===== config.mk =====
export PLATFORM = sky130hd
export DESIGN_NAME = mmba_ctrl
export DESIGN_NICKNAME = d
export VERILOG_FILES = /design/src/mmba_pkg.sv /design/src/mmba_ctrl.sv
export SDC_FILE = /design/constraint.sdc
export NUM_CORES = 1
export LEC_CHECK = 0
export BUFFER_PORTS_ARGS = -buffer_cell sky130_fd_sc_hd__buf_2
export CORE_UTILIZATION = 48
export DETAILED_ROUTE_END_ITERATION = 10
export PLACE_DENSITY = 0.79
export SYNTH_ARGS = -nofsm -noshare
export SYNTH_HDL_FRONTEND = slang
export SYNTH_SLANG_ARGS = --single-unit
export TNS_END_PERCENT = 50

===== constraint.sdc =====
create_clock -name clk -period 1.7 [get_ports clk]
set_input_delay 0.34 -clock clk [delete_from_list [all_inputs] [get_ports clk]]
set_output_delay 0.34 -clock clk [all_outputs]
set_load 0.02 [all_outputs]

===== src/mmba_pkg.sv =====
// ----------------------------------------------------------------------------
// Modular matrix bank ALU package
// Types, constants and modular arithmetic helpers shared by the block.
// ----------------------------------------------------------------------------
package mmba_pkg;

  localparam int MAX_DIM      = 32;
  localparam int NUM_MATRICES = 16;
  localparam int ELEM_W       = 30;
  localparam int IDX_W        = $clog2(MAX_DIM);
  localparam int SLOT_W       = $clog2(NUM_MATRICES);
  localparam int DIM_W        = 6;
  localparam int OP_W         = 3;
  localparam int BIT_CNT_W    = $clog2(ELEM_W);
  localparam int SCR_DEPTH    = MAX_DIM * MAX_DIM;
  localparam int BANK_DEPTH   = NUM_MATRICES * SCR_DEPTH;
  localparam int SCR_AW       = $clog2(SCR_DEPTH);
  localparam int BANK_AW      = $clog2(BANK_DEPTH);

  localparam logic [ELEM_W-1:0] PRIME = ELEM_W'(1000000007);
  localparam logic [DIM_W-1:0]  MAX_DIM_V = DIM_W'(MAX_DIM);
  localparam logic [DIM_W-1:0]  DIM_RESET = DIM_W'(1);

  localparam logic [OP_W-1:0] OP_WRITE = 3'd0;
  localparam logic [OP_W-1:0] OP_READ  = 3'd1;
  localparam logic [OP_W-1:0] OP_ADD   = 3'd2;
  localparam logic [OP_W-1:0] OP_SUB   = 3'd3;
  localparam logic [OP_W-1:0] OP_MUL   = 3'd4;

  typedef struct packed {
    logic [OP_W-1:0]   operation;
    logic [SLOT_W-1:0] dest_matrix;
    logic [SLOT_W-1:0] left_matrix;
    logic [SLOT_W-1:0] right_matrix;
    logic [IDX_W-1:0]  row;
    logic [IDX_W-1:0]  col;
    logic [ELEM_W-1:0] value;
  } in_word_t;

  typedef struct packed {
    logic [ELEM_W-1:0] read_value;
    logic              index_error;
  } out_word_t;

  typedef enum logic [4:0] {
    ST_IDLE, ST_DECODE, ST_WR, ST_RD_ADDR, ST_RD_CAP,
    ST_EW_RL, ST_EW_RR, ST_EW_CAP, ST_EW_WR,
    ST_MU_START, ST_MU_RL, ST_MU_RR, ST_MU_CAP, ST_MU_MM, ST_MU_ACC, ST_MU_SW,
    ST_CP_RD, ST_CP_WR, ST_DONE
  } state_t;

  typedef enum logic [2:0] {
    RA_LEFT_RC, RA_LEFT_IJ, RA_RIGHT_IJ, RA_LEFT_IK, RA_RIGHT_KJ
  } ra_sel_t;

  typedef enum logic [0:0] {WA_DEST_RC, WA_DEST_IJ} wa_sel_t;

  typedef enum logic [1:0] {WD_VALUE, WD_EW, WD_SCRATCH} wd_sel_t;

  typedef struct packed {
    logic    latch_in;
    logic    clr_ij;
    logic    step_ij;
    logic    clr_k;
    logic    inc_k;
    logic    cap_a;
    logic    cap_b;
    logic    mm_init;
    logic    mm_step;
    logic    acc_clr;
    logic    acc_add;
    logic    cap_rd;
    logic    bank_we;
    logic    scr_we;
    logic    load_out;
    ra_sel_t ra_sel;
    wa_sel_t wa_sel;
    wd_sel_t wd_sel;
  } cmd_t;

  typedef struct packed {
    logic [OP_W-1:0] op;
    logic            idx_err;
    logic            n_zero;
    logic            ij_last;
    logic            k_last;
    logic            bit_last;
    logic            out_blocked;
  } status_t;

  function automatic logic [ELEM_W-1:0] mod_add(input logic [ELEM_W-1:0] a,
                                                input logic [ELEM_W-1:0] b);
    logic [ELEM_W:0] s;
    s = {1'b0, a} + {1'b0, b};
    if (s >= {1'b0, PRIME}) begin
      s = s - {1'b0, PRIME};
    end
    return s[ELEM_W-1:0];
  endfunction

  function automatic logic [ELEM_W-1:0] mod_sub(input logic [ELEM_W-1:0] a,
                                                input logic [ELEM_W-1:0] b);
    logic [ELEM_W-1:0] d;
    if (a >= b) begin
      d = a - b;
    end else begin
      d = a + (PRIME - b);
    end
    return d;
  endfunction

endpackage


===== src/mmba_ctrl.sv =====
// ----------------------------------------------------------------------------
// Modular matrix bank ALU controller
// Sequences each command through the datapath, one word at a time.
// ----------------------------------------------------------------------------
module mmba_ctrl (
  input  logic              clk,
  input  logic              rst,
  input  logic              in_valid,
  output logic              in_stall,
  input  mmba_pkg::status_t status,
  output mmba_pkg::cmd_t    cmd
);

  import mmba_pkg::*;

  state_t state, state_next;

  always_ff @(posedge clk) begin
    if (rst) begin
      state <= ST_IDLE;
    end else begin
      state <= state_next;
    end
  end

  always_comb begin
    state_next = state;
    cmd        = '0;
    cmd.ra_sel = RA_LEFT_IJ;
    cmd.wa_sel = WA_DEST_IJ;
    cmd.wd_sel = WD_EW;
    in_stall   = (state != ST_IDLE);
    unique case (state)
      ST_IDLE: begin
        if (in_valid) begin
          cmd.latch_in = 1'b1;
          state_next   = ST_DECODE;
        end
      end
      ST_DECODE: begin
        cmd.clr_ij = 1'b1;
        priority if (status.op == OP_WRITE) begin
          state_next = status.idx_err ? ST_DONE : ST_WR;
        end else if (status.op == OP_READ) begin
          state_next = status.idx_err ? ST_DONE : ST_RD_ADDR;
        end else if (status.op == OP_ADD || status.op == OP_SUB) begin
          state_next = status.n_zero ? ST_DONE : ST_EW_RL;
        end else if (status.op == OP_MUL) begin
          state_next = status.n_zero ? ST_DONE : ST_MU_START;
        end else begin
          state_next = ST_DONE;
        end
      end
      ST_WR: begin
        cmd.bank_we = 1'b1;
        cmd.wa_sel  = WA_DEST_RC;
        cmd.wd_sel  = WD_VALUE;
        state_next  = ST_DONE;
      end
      ST_RD_ADDR: begin
        cmd.ra_sel = RA_LEFT_RC;
        state_next = ST_RD_CAP;
      end
      ST_RD_CAP: begin
        cmd.cap_rd = 1'b1;
        state_next = ST_DONE;
      end
      ST_EW_RL: begin
        cmd.ra_sel = RA_LEFT_IJ;
        state_next = ST_EW_RR;
      end
      ST_EW_RR: begin
        cmd.ra_sel = RA_RIGHT_IJ;
        cmd.cap_a  = 1'b1;
        state_next = ST_EW_CAP;
      end
      ST_EW_CAP: begin
        cmd.cap_b  = 1'b1;
        state_next = ST_EW_WR;
      end
      ST_EW_WR: begin
        cmd.bank_we = 1'b1;
        cmd.wd_sel  = WD_EW;
        cmd.step_ij = 1'b1;
        state_next  = status.ij_last ? ST_DONE : ST_EW_RL;
      end
      ST_MU_START: begin
        cmd.acc_clr = 1'b1;
        cmd.clr_k   = 1'b1;
        state_next  = ST_MU_RL;
      end
      ST_MU_RL: begin
        cmd.ra_sel = RA_LEFT_IK;
        state_next = ST_MU_RR;
      end
      ST_MU_RR: begin
        cmd.ra_sel = RA_RIGHT_KJ;
        cmd.cap_a  = 1'b1;
        state_next = ST_MU_CAP;
      end
      ST_MU_CAP: begin
        cmd.cap_b   = 1'b1;
        cmd.mm_init = 1'b1;
        state_next  = ST_MU_MM;
      end
      ST_MU_MM: begin
        cmd.mm_step = 1'b1;
        state_next  = status.bit_last ? ST_MU_ACC : ST_MU_MM;
      end
      ST_MU_ACC: begin
        cmd.acc_add = 1'b1;
        cmd.inc_k   = 1'b1;
        state_next  = status.k_last ? ST_MU_SW : ST_MU_RL;
      end
      ST_MU_SW: begin
        cmd.scr_we  = 1'b1;
        cmd.step_ij = 1'b1;
        state_next  = status.ij_last ? ST_CP_RD : ST_MU_START;
      end
      ST_CP_RD: begin
        state_next = ST_CP_WR;
      end
      ST_CP_WR: begin
        cmd.bank_we = 1'b1;
        cmd.wd_sel  = WD_SCRATCH;
        cmd.step_ij = 1'b1;
        state_next  = status.ij_last ? ST_DONE : ST_CP_RD;
      end
      ST_DONE: begin
        if (!status.out_blocked) begin
          cmd.load_out = 1'b1;
          state_next   = ST_IDLE;
        end
      end
      default: begin
        state_next = ST_IDLE;
      end
    endcase
  end

endmodule


### Word-level counts from Yosys, hierarchy flattened

Index checks and enable logic that the tools add are counted.

* register bits after elaboration: 5
* input port bits: 12
* output and inout port bits: 22
* word-level logic and storage cells: 69

* eq/ne operators: 24
* muxes and demuxes: 34
* reductions and logical operators: 10

Operator list (number)
* 5-bit case mux with 18 select lines: 1
* 5-bit two-way mux: 12
* 5-bit by 4-bit equality test with 1-bit output (second input constant): 8
* 5-bit by 3-bit equality test with 1-bit output (second input constant): 4
* 1-bit two-way mux: 16
* 5-bit equality test (second input constant): 3
* 3-bit case mux with 4 select lines: 1
* 5-bit by 2-bit equality test with 1-bit output (second input constant): 2
* 3-bit by 2-bit equality test with 1-bit output (second input constant): 2
* 2-bit OR reduction: 3
* 3-bit OR reduction: 2
* 5-bit by 1-bit equality test with 1-bit output (second input constant): 1
* 5-bit zero test: 1
* 5-bit nonzero test: 1
* 2-bit two-way mux: 2
* 2-bit inequality test (second input constant): 2
* 2-bit case mux with 2 select lines: 1
* 3-bit by 1-bit equality test with 1-bit output (second input constant): 1
* 3-bit equality test (second input constant): 1
* 3-bit zero test: 1
* 3-bit two-way mux: 1
* 2-bit AND reduction: 1
* 1-bit logical OR: 1

### Longest topological paths before layout

* depth in word-level cells: 6
* mapped depth: 7
* mapped depth without buffers: 5

### Worst setup path before layout

No wires, ideal clock.

* kind: register -> output
* start point: register state[2]
* end point: output port cmd[18] (netlist bit)
* arrival time: 1.398 ns
* data required time: 1.360 ns
* path slack: -0.038 ns
* stages on the path, launching flop included: 5
* path buffers: 1
* cells stage by stage: dfxtp_1 buf_6 nor2b_1 nor4b_2 or2_1

RTL lines
* start, declared: line mmba_ctrl.sv:16 `state_t state, state_next;`
* start signal, assigned: line mmba_ctrl.sv:22 `state <= state_next;`
* end, declared: line mmba_ctrl.sv:11 `output mmba_pkg::cmd_t cmd`

==> metrics.txt <==
PortBufs 33; CTS Root Cell clkbuf_4; Worst Path Arrival 1.43 ns; share of cells above drive strength 1 47.9%; syn_nets 132; startpoint types flip-flop; Req. time, crit path 1.36 ns; total clock sinks 5; final worst slack -0.0746 ns; slowest cell on the critical path dfxtp_4; via count of the routed design 1137; top-count cell post-synth nor2_1; failing checks setup timing; relative slew slack 73.5%; H-tree depth 1; Setup CP Type flip-flop to output port; top-level I/O count 34; post-layout min period 1.77 ns; Comb power frac 75.3%; switching part of the total 47.6%; cts bufs inserted 3; chip height 44.1 um; met2 WL 1410 um; vias in the first global route 1009; biggest registers after layout state (5); Clk pin slew, worst setup/hold paths 0.05 ns; Distinct cells, synth 48; DRC viols 0; post-synth top area cell dfxtp_1; gp weighted congestion 0.967; Clock power frac 9.3%; Mean Syn Cell Area 7.08 sq um; worst hold path depth 2; Die ar. 0.00194 sq mm; Area Overhead vs Synth 48.3%; # rows 14; Tot GR Track Use 29.7%; met1 WL 1190 um; Final Skew 0.00404 ns; worst hold path type input port to flip-flop; Cell Pwr Density 1250 mW/mm^2; antenna-violating nets left 0; Max Freq 0.564 GHz; Flop pwr share 15.4%; max FFs per register 5; final setup vio count 3; Peak VDD IR 0.740 mV; Int Pwr 0.824 mW; #FFs+latches synth 5; hold_buf cts 0; max-slew violation count 0; sw power 0.750 mW; top cells by area, synth dfxtp_1 (12%), buf_6 (6.6%), nor2_1 (5.7%); Yosys warnings 0; final wirelength 2890 um; Cell Area, Synth 850 sq um; Final Hold Vio Count 0; CTS tree done; asr flop ratio synth 0%; drt initial violations 86; filler cell count 100; status complete, but fails checks; core footprint 0.00158 sq mm; Starting Density 53.9%; Vias/cell 6.21; grt total ovfl 0; number of synthesized flops with an enable pin 0; DRT Pass-1 Iters 6; Worst Reg-to-Reg Cells 9; met3 wire length 247 um; leakage 0.574 nW; total negative slack -0.148 ns; Syn Inst Count 120; largest fanout on the critical path 8; DP Wirelength 2010 um; largest net degree at the start of global routing 13; Max Used Layer met4; Biggest register state; Seq/Total Area, Yosys 11.8%; largest buffer count on any clock path 2; ant diodes 0; die width 44.1 um; initial antenna violation count 0; area share of the largest cell type after synthesis 11.8%; drt wl/cell 15.8 um; nets 180; first-pass GRT wire length 4380 um; final period utilization 104%; crit-path cells buf_4 -> o32a_1 -> nor2_1 -> buf_4; clock latency at the later pin of the worst-skew pair 0.25 ns; ys flop type dfxtp_1; CP dominant cell by count buf_4; RSZ-0062 raised after global routing yes; Layout Utilization 79.9%; worst stage delay on the critical path 0.38 ns; Maximum Capacitance Violations 0; Worst Tran Pin Value 0.393 ns; CP endpoint kind output port; top cells by instance count after synthesis nor2_1 (13), nand2_1 (10), buf_2 (7)
metrics by stage:
step                      instances  setup slack [ns]  hold slack, ns  power, mW  area (sq um)
after detailed placement        171            0.0495           0.595       1.15          1060
after global routing            183            -0.108           0.334       1.65          1260
final                           183           -0.0746           0.338       1.57          1260
after floorplan                 120           -0.0328           0.409      0.893           858
after CTS                       179           -0.0324           0.337       1.42          1170
after global placement          171             0.149           0.591       1.13          1060
critical path: cells and delay by family, from the launching register on:
kind | cells | cell delay (ns)
DFF | 1 | 0.38
buffers and inverters | 2 | 0.33
and+or+nand+nor | 1 | 0.13
AOI/OAI and AO/OA | 1 | 0.34
cell usage in the layout, fill, tap and decap left out, types with 3 or more instances in the layout:
cell / netlist / final
a21oi_1: 6 / 6
and3_1: 3 / 3
buf_2: 7 / 26
buf_4: 2 / 22
buf_6: 5 / 9
clkbuf_4: 0 / 3
dfxtp_4: 0 / 5
nand2_1: 10 / 10
nand3b_1: 4 / 4
nor2_1: 13 / 9
nor2b_1: 5 / 3
nor3_1: 4 / 3
nor3b_1: 3 / 3
o21ai_1: 4 / 4
o31ai_1: 3 / 3
cell families (layout without fill, tap and decap cells):
family | Yosys count | in the layout | synth area share [%]
AO/OA/AOI/OAI | 30 | 30 | 25.5
AND/OR/NAND/NOR | 64 | 64 | 45.2
buffers and inverters | 18 | 65 | 14.3
multiplexers | 1 | 1 | 1.18
flip-flops | 5 | 5 | 11.8
XOR/XNOR | 2 | 2 | 2.06
cell type report:
type / count / area [sq um] / share of cell area (%)
tap: 16 / 20.0 / 1.59
multi-input combinational: 97 / 683 / 54.2
inverter: 4 / 15.0 / 1.19
clock buffer: 4 / 26.3 / 2.09
timing repair buffer: 57 / 397 / 31.5
sequential: 5 / 119 / 9.43
metal layers:
layer  global-route usage [%]  up-vias
met5                        0        -
met4                     11.5        0
met3                     4.90        8
met2                     47.9       72
met1                     39.6      520
li1                         -      537
power by group through the flow:
stage | registers [mW] | clock network, mW | logic [mW]
after global routing | 0.248 | 0.155 | 1.25
after detailed placement | 0.218 | 0 | 0.929
final | 0.242 | 0.147 | 1.19
after floorplan | 0.164 | 0 | 0.729
after CTS | 0.241 | 0.144 | 1.04
after global placement | 0.214 | 0 | 0.914
final timing paths:
| check | startpoint | endpoint | slack [ns] |
|---|---|---|---|
| setup / recovery | state[4] | cmd[8] | -0.07 |
| hold / removal | rst | state[4] | 0.34 |
| setup reg to reg | state[4] | state[0] | 0.06 |
| hold reg to reg | state[4] | state[2] | 0.54 |
what timing repair did:
| action | CTS | global route |
|---|---|---|
| buffers inserted | 4 | 4 |
| gates resized for setup | 21 | 22 |
| endpoints found under the setup margin | 20 | 19 |
| pin swaps | 4 | 6 |
No activity file was read; power rests on OpenSTA's default activity.
